$ cat src/hdl/sdct_pkg.sv
// shared constants, codes and types of the scroll dirty column tracker
// no dependencies
package sdct_pkg;

  localparam int COLUMNS    = 16;
  localparam int COL_W      = 4;
  localparam int POS_W      = 5;
  localparam int MAX_ROWS   = 32;
  localparam int TOP_W      = 7;
  localparam int BOT_W      = 5;
  localparam int VIS_W      = 6;
  localparam int TILE_W     = 3;
  localparam int BASE_W     = 5;
  localparam int KIND_W     = 2;
  localparam int CFG_IDX_W  = 2;
  localparam int CFG_DATA_W = 6;
  localparam int SCOL_W     = 6;
  localparam int ROW_W      = 5;
  localparam int HGT_W      = 6;

  typedef enum logic [KIND_W-1:0] {
    KIND_MARK  = 2'd0,
    KIND_SHIFT = 2'd1,
    KIND_SCAN  = 2'd2,
    KIND_NONE  = 2'd3
  } kind_t;

  localparam logic [CFG_IDX_W-1:0] CFG_VISIBLE_ROWS = 2'd0;
  localparam logic [CFG_IDX_W-1:0] CFG_TILE_ROWS    = 2'd1;
  localparam logic [CFG_IDX_W-1:0] CFG_TILE_COLUMNS = 2'd2;
  localparam logic [CFG_IDX_W-1:0] CFG_COLUMN_BASE  = 2'd3;

  localparam logic [VIS_W-1:0]  VISIBLE_ROWS_RST = 6'd16;
  localparam logic [TILE_W-1:0] TILE_ROWS_RST    = 3'd2;
  localparam logic [TILE_W-1:0] TILE_COLUMNS_RST = 3'd2;
  localparam logic [BASE_W-1:0] COLUMN_BASE_RST  = 5'd12;

  typedef struct packed {
    logic signed [TOP_W-1:0] top;
    logic [BOT_W-1:0]        bottom;
    logic                    clear;
  } shift_res_t;

  typedef struct packed {
    logic [ROW_W-1:0] top_row;
    logic [HGT_W-1:0] height;
  } rect_t;

endpackage

$ cat src/hdl/sdct_range_alu.sv
// range arithmetic for one column: shift-down update and scan rectangle
// depends on sdct_pkg
module sdct_range_alu (
  input  logic signed [sdct_pkg::TOP_W-1:0] top_i,
  input  logic [sdct_pkg::BOT_W-1:0]        bot_i,
  input  logic [sdct_pkg::VIS_W-1:0]        rows_i,
  output sdct_pkg::shift_res_t              shift_o,
  output sdct_pkg::rect_t                   rect_o
);

  logic signed [sdct_pkg::TOP_W-1:0] top_inc;
  logic [sdct_pkg::VIS_W-1:0]        bot_inc;
  logic [sdct_pkg::ROW_W-1:0]        top_clamp;
  logic signed [sdct_pkg::TOP_W-1:0] diff;

  always_comb begin
    top_inc = top_i + 7'sd1;
    bot_inc = {1'b0, bot_i} + 6'd1;
    shift_o.top    = top_inc;
    shift_o.bottom = (bot_inc < rows_i) ? bot_inc[sdct_pkg::BOT_W-1:0] : bot_i;
    shift_o.clear  = (top_inc >= $signed({1'b0, rows_i}));
    // negative top sits above the visible area
    top_clamp = top_i[sdct_pkg::TOP_W-1] ? '0 : top_i[sdct_pkg::ROW_W-1:0];
    diff = $signed({2'b00, bot_i}) - $signed({2'b00, top_clamp}) + 7'sd1;
    rect_o.top_row = top_clamp;
    rect_o.height  = diff[sdct_pkg::TOP_W-1] ? '0 : diff[sdct_pkg::HGT_W-1:0];
  end

endmodule

$ cat src/hdl/scroll_dirty_column_tracker.sv
// top level of the scroll dirty column tracker: control, flags and range memories
// depends on sdct_pkg and sdct_range_alu
//
//  channel  | signals                                        | transfer
//  ---------+------------------------------------------------+---------------------
//  in       | in_kind, in_column                             | in_valid & in_ready
//  out      | out_rect_valid, out_screen_column, out_top_row,| out_valid & out_ready
//           | out_height, out_last                           |
//  cfg      | cfg_index, cfg_wdata                           | cfg_we
//
// mark: one column write per cycle
// shift: the single read port walks all 16 range entries in turn
// scan: walks the columns, one result per dirty column, waits while out stalls
// reset clears flags and control; range memories are gated by flags, no clear pass
// in_ready is low while a mark, shift or scan is in progress
module scroll_dirty_column_tracker (
  input  logic                             clk,
  input  logic                             rst_n,
  input  logic                             in_valid,
  output logic                             in_ready,
  input  logic [sdct_pkg::KIND_W-1:0]      in_kind,
  input  logic [sdct_pkg::COL_W-1:0]       in_column,
  output logic                             out_valid,
  input  logic                             out_ready,
  output logic                             out_rect_valid,
  output logic [sdct_pkg::SCOL_W-1:0]      out_screen_column,
  output logic [sdct_pkg::ROW_W-1:0]       out_top_row,
  output logic [sdct_pkg::HGT_W-1:0]       out_height,
  output logic                             out_last,
  input  logic                             cfg_we,
  input  logic [sdct_pkg::CFG_IDX_W-1:0]   cfg_index,
  input  logic [sdct_pkg::CFG_DATA_W-1:0]  cfg_wdata
);

  typedef enum logic [4:0] {
    S_IDLE     = 5'b00001,
    S_MARK     = 5'b00010,
    S_SHIFT    = 5'b00100,
    S_SCAN_RD  = 5'b01000,
    S_SCAN_OUT = 5'b10000
  } state_t;

  state_t state_r, state_nxt;

  logic [sdct_pkg::VIS_W-1:0]  visible_rows_r;
  logic [sdct_pkg::TILE_W-1:0] tile_rows_r;
  logic [sdct_pkg::TILE_W-1:0] tile_columns_r;
  logic [sdct_pkg::BASE_W-1:0] column_base_r;

  logic [sdct_pkg::POS_W-1:0]  pos_r, pos_nxt;
  logic [sdct_pkg::TILE_W-1:0] cnt_r, cnt_nxt;
  logic [sdct_pkg::COLUMNS-1:0] flag_r, flag_nxt;
  logic                        wb_vld_r;
  logic [sdct_pkg::COL_W-1:0]  wb_idx_r;

  logic signed [sdct_pkg::TOP_W-1:0] top_mem [sdct_pkg::COLUMNS];
  logic [sdct_pkg::BOT_W-1:0]        bot_mem [sdct_pkg::COLUMNS];
  logic signed [sdct_pkg::TOP_W-1:0] top_q_r;
  logic [sdct_pkg::BOT_W-1:0]        bot_q_r;

  logic                              top_we, bot_we;
  logic [sdct_pkg::COL_W-1:0]        top_wa, bot_wa;
  logic signed [sdct_pkg::TOP_W-1:0] top_wd;
  logic [sdct_pkg::BOT_W-1:0]        bot_wd;

  logic                              out_valid_r;
  logic                              out_rect_valid_r, out_last_r;
  logic [sdct_pkg::SCOL_W-1:0]       out_screen_column_r;
  logic [sdct_pkg::ROW_W-1:0]        out_top_row_r;
  logic [sdct_pkg::HGT_W-1:0]        out_height_r;

  logic [sdct_pkg::VIS_W-1:0]        eff_rows;
  sdct_pkg::shift_res_t              shift_res;
  sdct_pkg::rect_t                   rect;
  logic [sdct_pkg::COL_W-1:0]        pos_col;
  logic                              pos_in_range;
  logic                              no_flags;
  logic [sdct_pkg::COLUMNS-1:0]      above_mask;
  logic                              last_w;
  logic                              slot_free;
  logic                              out_load;
  logic                              accept;

  assign pos_col      = pos_r[sdct_pkg::COL_W-1:0];
  assign pos_in_range = (pos_r < sdct_pkg::POS_W'(sdct_pkg::COLUMNS));
  assign no_flags     = ~|flag_r;
  assign eff_rows     = (visible_rows_r > sdct_pkg::VIS_W'(sdct_pkg::MAX_ROWS)) ?
                        sdct_pkg::VIS_W'(sdct_pkg::MAX_ROWS) : visible_rows_r;
  assign slot_free    = !out_valid_r || out_ready;
  assign in_ready     = (state_r == S_IDLE);
  assign accept       = in_valid && in_ready;

  always_comb begin
    for (int i = 0; i < sdct_pkg::COLUMNS; i++) begin
      above_mask[i] = (sdct_pkg::POS_W'(i) > pos_r);
    end
  end
  assign last_w = ~|(flag_r & above_mask);

  sdct_range_alu u_alu (
    .top_i   (top_q_r),
    .bot_i   (bot_q_r),
    .rows_i  (eff_rows),
    .shift_o (shift_res),
    .rect_o  (rect)
  );

  // configuration
  always_ff @(posedge clk) begin
    if (!rst_n) begin
      visible_rows_r <= sdct_pkg::VISIBLE_ROWS_RST;
      tile_rows_r    <= sdct_pkg::TILE_ROWS_RST;
      tile_columns_r <= sdct_pkg::TILE_COLUMNS_RST;
      column_base_r  <= sdct_pkg::COLUMN_BASE_RST;
    end else if (cfg_we) begin
      unique case (cfg_index)
        sdct_pkg::CFG_VISIBLE_ROWS: visible_rows_r <= cfg_wdata;
        sdct_pkg::CFG_TILE_ROWS:    tile_rows_r    <= cfg_wdata[sdct_pkg::TILE_W-1:0];
        sdct_pkg::CFG_TILE_COLUMNS: tile_columns_r <= cfg_wdata[sdct_pkg::TILE_W-1:0];
        sdct_pkg::CFG_COLUMN_BASE:  column_base_r  <= cfg_wdata[sdct_pkg::BASE_W-1:0];
        default: ;
      endcase
    end
  end

  // memory write side and flags
  always_comb begin
    top_we   = 1'b0;
    bot_we   = 1'b0;
    top_wa   = pos_col;
    bot_wa   = pos_col;
    top_wd   = shift_res.top;
    bot_wd   = shift_res.bottom;
    flag_nxt = flag_r;
    priority if (state_r == S_MARK && pos_in_range) begin
      top_we = 1'b1;
      top_wd = ~{{(sdct_pkg::TOP_W-sdct_pkg::TILE_W){1'b0}}, tile_rows_r};
      bot_we = !flag_r[pos_col];
      bot_wd = '0;
      flag_nxt[pos_col] = 1'b1;
    end else if (wb_vld_r && flag_r[wb_idx_r]) begin
      top_wa = wb_idx_r;
      bot_wa = wb_idx_r;
      if (shift_res.clear) begin
        flag_nxt[wb_idx_r] = 1'b0;
      end else begin
        top_we = 1'b1;
        bot_we = 1'b1;
      end
    end
  end

  always_ff @(posedge clk) begin
    if (top_we) begin
      top_mem[top_wa] <= top_wd;
    end
    if (bot_we) begin
      bot_mem[bot_wa] <= bot_wd;
    end
    top_q_r <= top_mem[pos_col];
    bot_q_r <= bot_mem[pos_col];
  end

  // sequencer
  always_comb begin
    state_nxt = state_r;
    pos_nxt   = pos_r;
    cnt_nxt   = cnt_r;
    out_load  = 1'b0;
    unique case (state_r)
      S_IDLE: begin
        if (accept) begin
          pos_nxt = '0;
          unique case (sdct_pkg::kind_t'(in_kind))
            sdct_pkg::KIND_MARK: begin
              pos_nxt = {1'b0, in_column};
              cnt_nxt = tile_columns_r;
              if (tile_columns_r != '0) begin
                state_nxt = S_MARK;
              end
            end
            sdct_pkg::KIND_SHIFT: state_nxt = S_SHIFT;
            sdct_pkg::KIND_SCAN:  state_nxt = S_SCAN_RD;
            sdct_pkg::KIND_NONE:  ;
            default: ;
          endcase
        end
      end
      S_MARK: begin
        pos_nxt = pos_r + 1'b1;
        cnt_nxt = cnt_r - 1'b1;
        if (cnt_r == sdct_pkg::TILE_W'(1)) begin
          state_nxt = S_IDLE;
        end
      end
      S_SHIFT: begin
        pos_nxt = pos_r + 1'b1;
        if (pos_col == sdct_pkg::COL_W'(sdct_pkg::COLUMNS - 1)) begin
          state_nxt = S_IDLE;
        end
      end
      S_SCAN_RD: begin
        if (no_flags || flag_r[pos_col]) begin
          state_nxt = S_SCAN_OUT;
        end else begin
          pos_nxt = pos_r + 1'b1;
        end
      end
      S_SCAN_OUT: begin
        if (slot_free) begin
          out_load = 1'b1;
          if (no_flags || last_w) begin
            state_nxt = S_IDLE;
          end else begin
            pos_nxt   = pos_r + 1'b1;
            state_nxt = S_SCAN_RD;
          end
        end
      end
      default: state_nxt = S_IDLE;
    endcase
  end

  always_ff @(posedge clk) begin
    if (!rst_n) begin
      state_r     <= S_IDLE;
      pos_r       <= '0;
      cnt_r       <= '0;
      flag_r      <= '0;
      wb_vld_r    <= 1'b0;
      wb_idx_r    <= '0;
      out_valid_r <= 1'b0;
    end else begin
      state_r  <= state_nxt;
      pos_r    <= pos_nxt;
      cnt_r    <= cnt_nxt;
      flag_r   <= flag_nxt;
      wb_vld_r <= (state_r == S_SHIFT);
      wb_idx_r <= pos_col;
      if (out_load) begin
        out_valid_r <= 1'b1;
      end else if (out_ready) begin
        out_valid_r <= 1'b0;
      end
    end
  end

  // output register
  always_ff @(posedge clk) begin
    if (out_load) begin
      if (no_flags) begin
        out_rect_valid_r    <= 1'b0;
        out_screen_column_r <= '0;
        out_top_row_r       <= '0;
        out_height_r        <= '0;
        out_last_r          <= 1'b1;
      end else begin
        out_rect_valid_r    <= 1'b1;
        out_screen_column_r <= sdct_pkg::SCOL_W'(column_base_r) + sdct_pkg::SCOL_W'(pos_col);
        out_top_row_r       <= rect.top_row;
        out_height_r        <= rect.height;
        out_last_r          <= last_w;
      end
    end
  end

  assign out_valid         = out_valid_r;
  assign out_rect_valid    = out_rect_valid_r;
  assign out_screen_column = out_screen_column_r;
  assign out_top_row       = out_top_row_r;
  assign out_height        = out_height_r;
  assign out_last          = out_last_r;

endmodule

$ cat config.mk
export PLATFORM = sky130hd
export DESIGN_NAME = scroll_dirty_column_tracker
export DESIGN_NICKNAME = d
export VERILOG_FILES = /design/src/hdl/sdct_pkg.sv /design/src/hdl/sdct_range_alu.sv /design/src/hdl/scroll_dirty_column_tracker.sv
export SDC_FILE = /design/constraint.sdc
export NUM_CORES = 1
export LEC_CHECK = 0
export BUFFER_PORTS_ARGS = -buffer_cell sky130_fd_sc_hd__buf_2
export CORE_MARGIN = 5
export CORE_UTILIZATION = 24
export CTS_CLUSTER_DIAMETER = 60
export DETAILED_ROUTE_END_ITERATION = 7
export SLEW_MARGIN = 25
export SYNTH_ARGS = -nofsm -noshare
export SYNTH_HDL_FRONTEND = slang
export SYNTH_SLANG_ARGS = --single-unit
export TNS_END_PERCENT = 5
$ cat constraint.sdc
create_clock -name clk -period 2.6 [get_ports clk]
set_input_delay 0.78 -clock clk [delete_from_list [all_inputs] [get_ports clk]]
set_output_delay 0.78 -clock clk [all_outputs]
set_load 0.005 [all_outputs]
==> impl_metrics.json, run 1 <==
{
  "rsz0062_at_grt": "true",
  "viasPerCell": 4.606,
  "drt-met1-wl_mm": 13.89,
  "synth_area_leaders": "edfxtp_1, mux4_2, dfxtp_1",
  "synth_edf_count": 211,
  "maxCapViolCount": 0,
  "synthTopCellsByCount": "edfxtp_1, nor2_1, mux4_2",
  "final_area_sq_um": 15720,
  "drc": 0,
  "wl_per_cell_microns": 18.24,
  "yosys.cell_count.top_type": "edfxtp_1",
  "worstPathRequired_ns": 2.86,
  "antenna_found_initial": 0,
  "fmax_mhz": 349.7,
  "worst-r2r-setup-slack_ns": -0.26,
  "power_frac_clock": 0.405,
  "synth.net_count": 929,
  "worstReg2RegEnd": "bot_mem[12][0]",
  "hp-class": "in -> reg",
  "worstHoldPathCells": 3,
  "die_x_microns": 237.4,
  "place_area_sq_um": 14440,
  "vdd_drop_max_mv": 0.4272,
  "ys.flop_type": "edfxtp_1",
  "cts_root_buffer": "clkbuf_16",
  "internal_power_w": 0.008520,
  "syn_area_sq_um": 12410,
  "wl_met3_mm": 1.917,
  "dr.pass1.iters": 5,
  "setup_viol": 192,
  "crit_type": "reg -> reg",
  "power_density_nw_per_um2": 724.6,
  "synthesis.instances": 878,
  "r2r_cells": 10,
  "hold_start": "cfg_wdata[4]",
  "ant_nets": 0,
  "finClkSkew_ns": 0.01360,
  "crit_path_max_fanout": 8,
  "area_growth_syn_to_layout_pct": 26.59,
  "r2r_start": "top_q_r[0]",
  "yosysTopAreaCell": "edfxtp_1",
  "yosysSeqAreaShare": 0.6136,
  "cp-start-kind": "flip-flop",
  "endpoint_kind": "flip-flop",
  "clock_latency_ns": 0.56,
  "layout.nets": 1077,
  "grt_overflow": 0,
  "core_area_sq_um": 51300,
  "drive_above_1_share": 0.3381,
  "power_w": 0.01139,
  "drt-total-wl_mm": 31.56,
  "cts_tree": "yes",
  "initial_core_util": 0.2420,
  "ios": 40,
  "grt_max_degree": 33,
  "violations": "setup timing",
  "worst_slew_pin_slew_ns": 1.016,
  "arrival_ns": 3.12,
  "cts_sinks": 275,
  "pwr-share-comb": 0.150,
  "port_buffers": 39,
  "ys_ff_latch": 275,
  "swShare": 0.2518,
  "die_y_microns": 237.4,
  "leakagePower_nw": 5.417,
  "die_area_sq_um": 56380,
  "finalCriticalPeriod_ns": 2.859,
  "p_sw_w": 0.002868,
  "top_layer": "met4",
  "grt_pass1_wl_mm": 48.35,
  "maxSlewViolCount": 0,
  "gp_congestion": 0.8560,
  "finish.utilization": 0.3063,
  "synth_top_area_frac": 0.5104,
  "period_share": 1.100,
  "cts_buffers": 31,
  "rows": 83,
  "drt_iter0_markers": 678,
  "layout_setup_ws_ns": -0.2592,
  "ys.warnings.count": 0,
  "finalHoldViolations": 0,
  "first_global_vias": 7862,
  "num_antenna_cells": 0,
  "cts.clk_slew.worst_paths_ns": 0.06,
  "grt_util_all_layers": 0.1080,
  "htreeDepth": 1,
  "seqPwrFrac": 0.445,
  "dp_hpwl_mm": 21.98,
  "synth.avg_cell_area_sq_um": 14.14,
  "ys_types": 73,
  "dr_total_vias": 7969,
  "worstHoldEndpoint": "visible_rows_r[4]",
  "cts.path.max_buffers": 3,
  "slew_headroom": 0.3199,
  "wl_met2_mm": 15.10,
  "async_reset_ff_frac": 0,
  "outcome": "finished with violations"
}
[placed cells by master (no fill, tap or decap), types with 8 or more instances in the layout]
master | synthesis | final
buf_4 | 2 | 99
nand3_1 | 18 | 16
nor2b_1 | 16 | 14
inv_1 | 26 | 26
clkbuf_16 | 0 | 31
mux4_2 | 65 | 65
o21ai_0 | 31 | 29
nor2_1 | 101 | 76
a21oi_1 | 44 | 39
buf_6 | 3 | 8
nand2b_1 | 13 | 13
buf_2 | 14 | 39
nand2_1 | 39 | 39
dfxtp_1 | 64 | 59
edfxtp_1 | 211 | 211
nor2_4 | 0 | 18
buf_12 | 0 | 12
ha_1 | 30 | 29
a21oi_2 | 3 | 8
mux2i_1 | 23 | 23
nor3_1 | 20 | 20
[area by class of cell]
cell class | count | area, sq um
fillers | 5076 | 35590
well taps | 680 | 850.8
clock inverters | 22 | 300.3
flip-flops and latches | 275 | 7629
clock buffers | 35 | 790.8
repair buffers | 158 | 1269
inverters | 29 | 108.9
multi-input cells | 531 | 4767
[worst max-delay path: stages (launching register included)]
cell	delay, ns
dfxtp_4	0.35
ha_4	0.16
xor2_2	0.14
ha_1	0.29
a21oi_1	0.13
o21ai_1	0.12
a311oi_2	0.28
a21boi_2	0.13
o32a_4	0.43
a21o_4	0.29
nor2_4	0.21
[worst max-delay path by stage]
| stage | to | from | slack [ns] |
|---|---|---|---|
| 2_1_floorplan | top_mem[13][0] | wb_idx_r[0] | -0.03 |
| 3_3_place_gp | top_mem[6][3] | top_q_r[1] | -0.17 |
| 5_1_grt | bot_mem[12][0] | top_q_r[0] | -0.36 |
| 4_1_cts | bot_mem[12][0] | top_q_r[0] | -0.19 |
| 6_report | bot_mem[12][0] | top_q_r[0] | -0.26 |
| 3_5_place_dp | top_mem[6][3] | top_q_r[1] | -0.22 |
[stage by stage]
step	instances	worst slack, ns	hold WS, ns	setup TNS, ns
floorplan	878	-0.02867	0.4391	-3.729
global placement	1672	-0.1703	0.4662	-19.26
detailed placement	1672	-0.2151	0.4671	-24.58
CTS	1729	-0.1937	0.4455	-20.95
global route	1730	-0.3608	0.4790	-49.17
finish	1730	-0.2592	0.4665	-28.51
[cells by family after synthesis]
kind of cell / after synthesis / share of synthesized area
fa+ha+maj: 32 / 0.03346
buf+inv: 72 / 0.02651
simple gates: 254 / 0.1014
flops: 275 / 0.6136
xor+xnor: 18 / 0.01270
mux: 91 / 0.1404
compound gates: 136 / 0.07196
[metal layers]
metal,track usage,up-vias
li1,-,3666
met1,0.1515,3986
met2,0.1765,272
met3,0.01473,45
met4,0.02956,0
met5,0,-
[power by group through the flow]
stage	Sequential, W	Combinational, W	Clock (W)
final	0.00506	0.00171	0.00461
after floorplan	0.00514	0.000918	0
after CTS	0.00506	0.00167	0.00470
after detailed placement	0.00515	0.00165	0
after global routing	0.00507	0.00186	0.00492
after global placement	0.00515	0.00165	0
[flip-flops by register name, summed over array words and instances, names as in the netlist, 4 cells and up]
register and flops:
flag_r 16, out_top_row 5, visible_rows_r 6, top_q_r 7, bot_q_r 5, out_screen_column 6, pos_r 5, top_mem 112
out_height 6, state_r 5, wb_idx_r 4, bot_mem 80, column_base_r 5
[what timing repair did]
| item | in CTS | in global routing |
|---|---|---|
| pin swaps | 1 | 6 |
| hold buffers | 0 | 0 |
| gates resized for setup | 6 | 37 |
| setup buffers | 0 | 1 |
| setup endpoints to repair | 193 | 276 |
Note: power is estimated with default switching activity, not from simulation.
==> inputs of run 2 (changes only) <==
Settings changed: CAP_MARGIN set to 20, RECOVER_POWER set to 25.
==> run 2 against run 1 <==
The flow still finishes with violations (setup timing). Utilization fell by 0.054 points. Critical path depth did not move. Clock power barely moved. Wire length barely moved. Hold slack improved by 0.00079 ns. Clock-buffer cell count did not move. Register-to-register slack barely moved. Worst setup slack improved by 0.0025 ns. Sequential share of layout area rose by 0.085 points. Critical endpoint unchanged.
==> impl_metrics.json, run 2 (same netlist as run 1, synthesis figures left out) <==
{
  "worstHoldPathCells": 3,
  "rsz0062_at_grt": "true",
  "fmax_mhz": 350.1,
  "dr.pass1.iters": 5,
  "final_common_cell": "edfxtp_1",
  "num_antenna_cells": 0,
  "slew_headroom": 0.1363,
  "r2r_cells": 10,
  "drive_above_1_share": 0.3324,
  "dp_cells": 1672,
  "drc": 0,
  "crit_path_max_fanout": 8,
  "die_y_microns": 237.4,
  "drt_iter0_markers": 603,
  "rows": 83,
  "outcome": "finished with violations",
  "layout.nets": 1077,
  "hold_buffers": 0,
  "layout_setup_ws_ns": -0.2567,
  "largestRegisters": "top_mem: 112 flops, bot_mem: 80 flops, flag_r: 16 flops",
  "hp-class": "in -> reg",
  "grt_pass1_wl_mm": 48.35,
  "cts_buffers": 31,
  "core_area_sq_um": 51300,
  "r2r_start": "top_q_r[0]",
  "vdd_drop_max_mv": 0.4276,
  "maxSlewViolCount": 0,
  "gp_congestion": 0.8560,
  "cp-endpoint": "bot_mem[12][0]",
  "area_growth_syn_to_layout_pct": 26.37,
  "first_global_vias": 7862,
  "antenna_found_initial": 0,
  "arrival_ns": 3.12,
  "cts_sinks": 275,
  "regMostFlops": "top_mem",
  "final_cell_mix": "edfxtp_1, buf_4, nor2_1",
  "worstSetupStartpoint": "top_q_r[0]",
  "drt-total-wl_mm": 31.55,
  "cts_root_buffer": "clkbuf_16",
  "ios": 40,
  "worst_slew_pin_slew_ns": 1.296,
  "die_area_sq_um": 56380,
  "leakagePower_nw": 5.397,
  "dr_total_vias": 7911,
  "final_area_sq_um": 15690,
  "finalHoldViolations": 0,
  "largest_reg_flops": 112,
  "setup_viol": 192,
  "die_x_microns": 237.4,
  "multi_input_area_sq_um": 4761,
  "htreeDepth": 1,
  "endpoint_kind": "flip-flop",
  "grt_util_all_layers": 0.1080,
  "ant_nets": 0,
  "port_buffers": 39,
  "fill_cells": 5077,
  "violations": "setup timing",
  "initial_core_util": 0.2420,
  "ff_latch_area_sq_um": 7629,
  "clock_latency_ns": 0.56,
  "cp-start-kind": "flip-flop",
  "grt_max_degree": 33,
  "stdcell_count": 1730,
  "cts.clk_slew.worst_paths_ns": 0.06,
  "dp_hpwl_mm": 21.98,
  "worstReg2RegEnd": "bot_mem[12][0]",
  "maxCapViolCount": 0,
  "finalCriticalPeriod_ns": 2.857,
  "period_share": 1.099,
  "viasPerCell": 4.573,
  "cts_tree": "yes",
  "power_density_nw_per_um2": 725.4,
  "crit_type": "reg -> reg",
  "cts.path.max_buffers": 3,
  "worst-r2r-setup-slack_ns": -0.26,
  "worstPathRequired_ns": 2.86,
  "finClkSkew_ns": 0.01391,
  "wl_per_cell_microns": 18.24,
  "place_area_sq_um": 14440,
  "grt_overflow": 0
}
## run 2: layout make-up
| cell class | count | share of cell area |
|---|---|---|
| clock inverters | 22 | 0.01914 |
| repair buffers | 158 | 0.07952 |
| clock buffers | 35 | 0.05041 |
| well taps | 680 | 0.05424 |
| inverters | 29 | 0.006939 |
| flip-flops and latches | 275 | 0.4863 |
| multi-input cells | 531 | 0.3035 |
## run 2: metrics by stage
step,hold WS [ns],worst slack [ns],util,setup TNS [ns],total power (W)
3_5_place_dp,0.4671,-0.2151,0.2814,-24.58,0.006808
6_report,0.4673,-0.2567,0.3058,-28.36,0.01138
3_3_place_gp,0.4662,-0.1703,0.2814,-19.26,0.006800
5_1_grt,0.4790,-0.3608,0.3058,-49.17,0.01184
2_1_floorplan,0.4391,-0.02867,-,-3.729,0.006056
4_1_cts,0.4455,-0.1937,0.3032,-20.95,0.01143
## run 2: how the worst min path moves through the flow
stage / start / end / slack [ns]
floorplan: tile_rows_r[1] / tile_rows_r[1] / 0.44
global placement: column_base_r[3] / column_base_r[3] / 0.47
detailed placement: visible_rows_r[4] / visible_rows_r[4] / 0.47
CTS: cfg_wdata[4] / visible_rows_r[4] / 0.45
global route: cfg_wdata[4] / column_base_r[4] / 0.48
finish: cfg_wdata[4] / visible_rows_r[4] / 0.47
## run 2: critical path, cell delays in order (launching register included)
cell	delay, ns
dfxtp_4	0.35
ha_4	0.17
xor2_2	0.14
ha_1	0.29
a21oi_1	0.13
o21ai_1	0.12
a311oi_2	0.27
a21boi_2	0.13
o32a_4	0.43
a21o_4	0.29
nor2_4	0.21
## run 2: power breakdown
group / internal, W / switching (W) / total, W
clock: 0.00281 / 0.00181 / 0.00461
sequential: 0.00500 / 0.0000688 / 0.00506
combinational: 0.000711 / 0.000992 / 0.00170
total: 0.00851 / 0.00287 / 0.0114
## run 2: layer usage
layer	global-route usage	wire length [microns]	share of wire	vias up
met5	0	0	0	-
met4	0.02956	614	0.019	0
met3	0.01473	1843	0.058	41
met2	0.1765	15180	0.48	249
met1	0.1515	13910	0.44	3956
li1	-	-	-	3665
## run 2: timing repair
item / CTS / global route
buffers inserted: 0 / 1
endpoints found under the setup margin: 193 / 276
gates resized for setup: 6 / 37
pin swaps: 1 / 6
==> inputs of run 3 (changes only) <==
--- a/config.mk
+++ b/config.mk
@@ -8,8 +8,11 @@
 export BUFFER_PORTS_ARGS = -buffer_cell sky130_fd_sc_hd__buf_2
 export CAP_MARGIN = 20
+export CELL_PAD_IN_SITES_DETAIL_PLACEMENT = 1
+export CELL_PAD_IN_SITES_GLOBAL_PLACEMENT = 2
 export CORE_MARGIN = 5
 export CORE_UTILIZATION = 24
 export CTS_CLUSTER_DIAMETER = 60
 export DETAILED_ROUTE_END_ITERATION = 7
+export PLACE_DENSITY_LB_ADDON = 0.1
 export RECOVER_POWER = 25
 export SLEW_MARGIN = 25
==> constraint.sdc (replaced) <==
create_clock -name clk -period 2.6 [get_ports clk]
set_input_delay 0.26 -clock clk [delete_from_list [all_inputs] [get_ports clk]]
set_output_delay 0.26 -clock clk [all_outputs]
set_load 0.005 [all_outputs]
==> run 3 against run 2 <==
Utilization is 1.4 points higher. Critical path type unchanged. Hold slack worse by 0.44 ns. Critical endpoint is now bot_mem[3][2]. Via count rose by 1.7%. Highest routed layer unchanged. The run still ends with setup timing left. Sequential power about the same.
==> impl_metrics.json, run 3 (same netlist as run 1, synthesis figures left out) <==
{
  "r2r_cells": 10,
  "worst_slew_pin_slew_ns": 1.282,
  "ios": 40,
  "fmax_mhz": 361.3,
  "finalHoldViolations": 0,
  "arrival_ns": 3.02,
  "power_frac_clock": 0.446,
  "leakagePower_nw": 5.740,
  "outcome": "finished with violations",
  "grt_pass1_wl_mm": 59.63,
  "cp-start-kind": "flip-flop",
  "port_buffers": 39,
  "layout.nets": 1125,
  "final_common_cell": "edfxtp_1",
  "r2r_start": "top_q_r[0]",
  "cts_tree": "yes",
  "grt_overflow": 0,
  "rsz0062_at_grt": "true",
  "viasPerCell": 4.505,
  "worstPathRequired_ns": 2.85,
  "place_area_sq_um": 14770,
  "dr_total_vias": 8042,
  "area_growth_syn_to_layout_pct": 32.11,
  "antenna_found_initial": 0,
  "htreeDepth": 2,
  "wl_per_cell_microns": 22.23,
  "num_antenna_cells": 0,
  "die_x_microns": 237.4,
  "drive_above_1_share": 0.3538,
  "largest_reg_flops": 112,
  "worstReg2RegEnd": "bot_mem[3][2]",
  "clock_latency_ns": 0.57,
  "largestRegisters": "top_mem: 112 flops, bot_mem: 80 flops, flag_r: 16 flops",
  "initial_core_util": 0.2420,
  "period_share": 1.064,
  "cts.clk_slew.worst_paths_ns": 0.05,
  "drt-total-wl_mm": 39.68,
  "grt_util_all_layers": 0.1413,
  "core_area_sq_um": 51300,
  "regMostFlops": "top_mem",
  "setup_viol": 188,
  "maxSlewViolCount": 0,
  "stdcell_count": 1785,
  "dp_hpwl_mm": 28.46,
  "die_y_microns": 237.4,
  "final_cell_mix": "edfxtp_1, buf_4, nor2_1",
  "dr.pass1.iters": 5,
  "pwr-share-comb": 0.152,
  "swShare": 0.2647,
  "crit_type": "reg -> reg",
  "seqPwrFrac": 0.403,
  "internal_power_w": 0.009252,
  "worstHoldEndpoint": "column_base_r[2]",
  "violations": "setup timing",
  "worstHoldPathCells": 3,
  "p_sw_w": 0.003331,
  "final_area_sq_um": 16400,
  "crit_path_max_fanout": 8,
  "ant_nets": 0,
  "hold_start": "cfg_wdata[2]",
  "gp_congestion": 0.7369,
  "worst-r2r-setup-slack_ns": -0.17,
  "power_density_nw_per_um2": 767.2,
  "endpoint_kind": "flip-flop",
  "die_area_sq_um": 56380,
  "cts_root_buffer": "clkbuf_16",
  "hp-class": "in -> reg",
  "grt_max_degree": 55,
  "drc": 0,
  "drt_iter0_markers": 528,
  "maxCapViolCount": 0,
  "cts_buffers": 40,
  "dp_cells": 1704,
  "finalCriticalPeriod_ns": 2.767,
  "rows": 83,
  "place_ws_ns": -0.4725,
  "layout_setup_ws_ns": -0.1674,
  "slew_headroom": 0.1451,
  "finish.utilization": 0.3197,
  "vdd_drop_max_mv": 0.4486,
  "cts_sinks": 275,
  "first_global_vias": 8778,
  "cts.path.max_buffers": 3,
  "finClkSkew_ns": 0.02947
}
run 3: cell types whose count changed in the layout (fill, tap and decap cells not counted), sizes merged:
cell / delta
clkbuf: +27
dlygate4sd3: +5
bufinv: -1
clkinvlp: -2
inv: +7
buf: +19
run 3: cell type report:
type / count / area (sq um)
clock buffers: 47 / 1047
clock inverters: 26 / 327.8
fillers: 5425 / 34900
inverters: 29 / 108.9
multi-input cells: 531 / 4831
flip-flops and latches: 275 / 7641
well taps: 680 / 850.8
repair buffers: 197 / 1594
run 3: worst max-delay path, cell delays in order (launching register included):
cell	delay [ns]
dfxtp_4	0.36
ha_4	0.16
xor2_2	0.15
ha_1	0.30
a21oi_1	0.15
o21ai_1	0.11
a311oi_2	0.23
a21boi_2	0.13
o32a_4	0.38
a21o_4	0.30
nor2_4	0.20
run 3: through the flow:
stage | hold WS, ns | setup TNS (ns) | power, W
after detailed placement | 0.4718 | -68.31 | 0.007021
after global placement | 0.4693 | -66.45 | 0.007037
after CTS | 0.005051 | -33.39 | 0.01278
after floorplan | 0.3851 | -3.729 | 0.006056
final | 0.02264 | -18.29 | 0.01258
after global routing | 0.03249 | -43.29 | 0.01316
run 3: what timing repair did:
| action | CTS | global route |
|---|---|---|
| pin swaps | 7 | 7 |
| endpoints found under the setup margin | 278 | 289 |
| hold endpoints to repair | 8 | 0 |
| gates resized for setup | 33 | 27 |
| hold buffers | 5 | 0 |
| setup buffers | 0 | 3 |
run 3: worst max path at each step:
| stage | start | to | slack, ns | cells after the start |
|---|---|---|---|---|
| after floorplan | wb_idx_r[0] | top_mem[13][0] | -0.03 | 10 |
| after global placement | top_q_r[0] | top_mem[8][3] | -0.40 | 9 |
| after detailed placement | top_q_r[1] | top_mem[9][2] | -0.47 | 9 |
| after CTS | top_q_r[0] | bot_mem[3][2] | -0.28 | 10 |
| after global routing | top_q_r[0] | bot_mem[3][2] | -0.29 | 10 |
| final | top_q_r[0] | bot_mem[3][2] | -0.17 | 10 |
run 3: layer usage:
layer	vias to the layer above	GRT usage	routed length, microns	share of wire
li1	3770	-	-	-
met1	4100	0.1969	19020	0.48
met2	122	0.2307	18540	0.47
met3	50	0.02448	1331	0.034
met4	0	0.03446	789	0.020
met5	-	0	0	0
run 3: power groups by stage:
stage / combinational [W] / clock (W) / sequential (W)
floorplan: 0.000918 / 0 / 0.00514
global placement: 0.00188 / 0 / 0.00516
detailed placement: 0.00186 / 0 / 0.00516
CTS: 0.00190 / 0.00581 / 0.00507
global route: 0.00208 / 0.00600 / 0.00508
finish: 0.00191 / 0.00561 / 0.00507
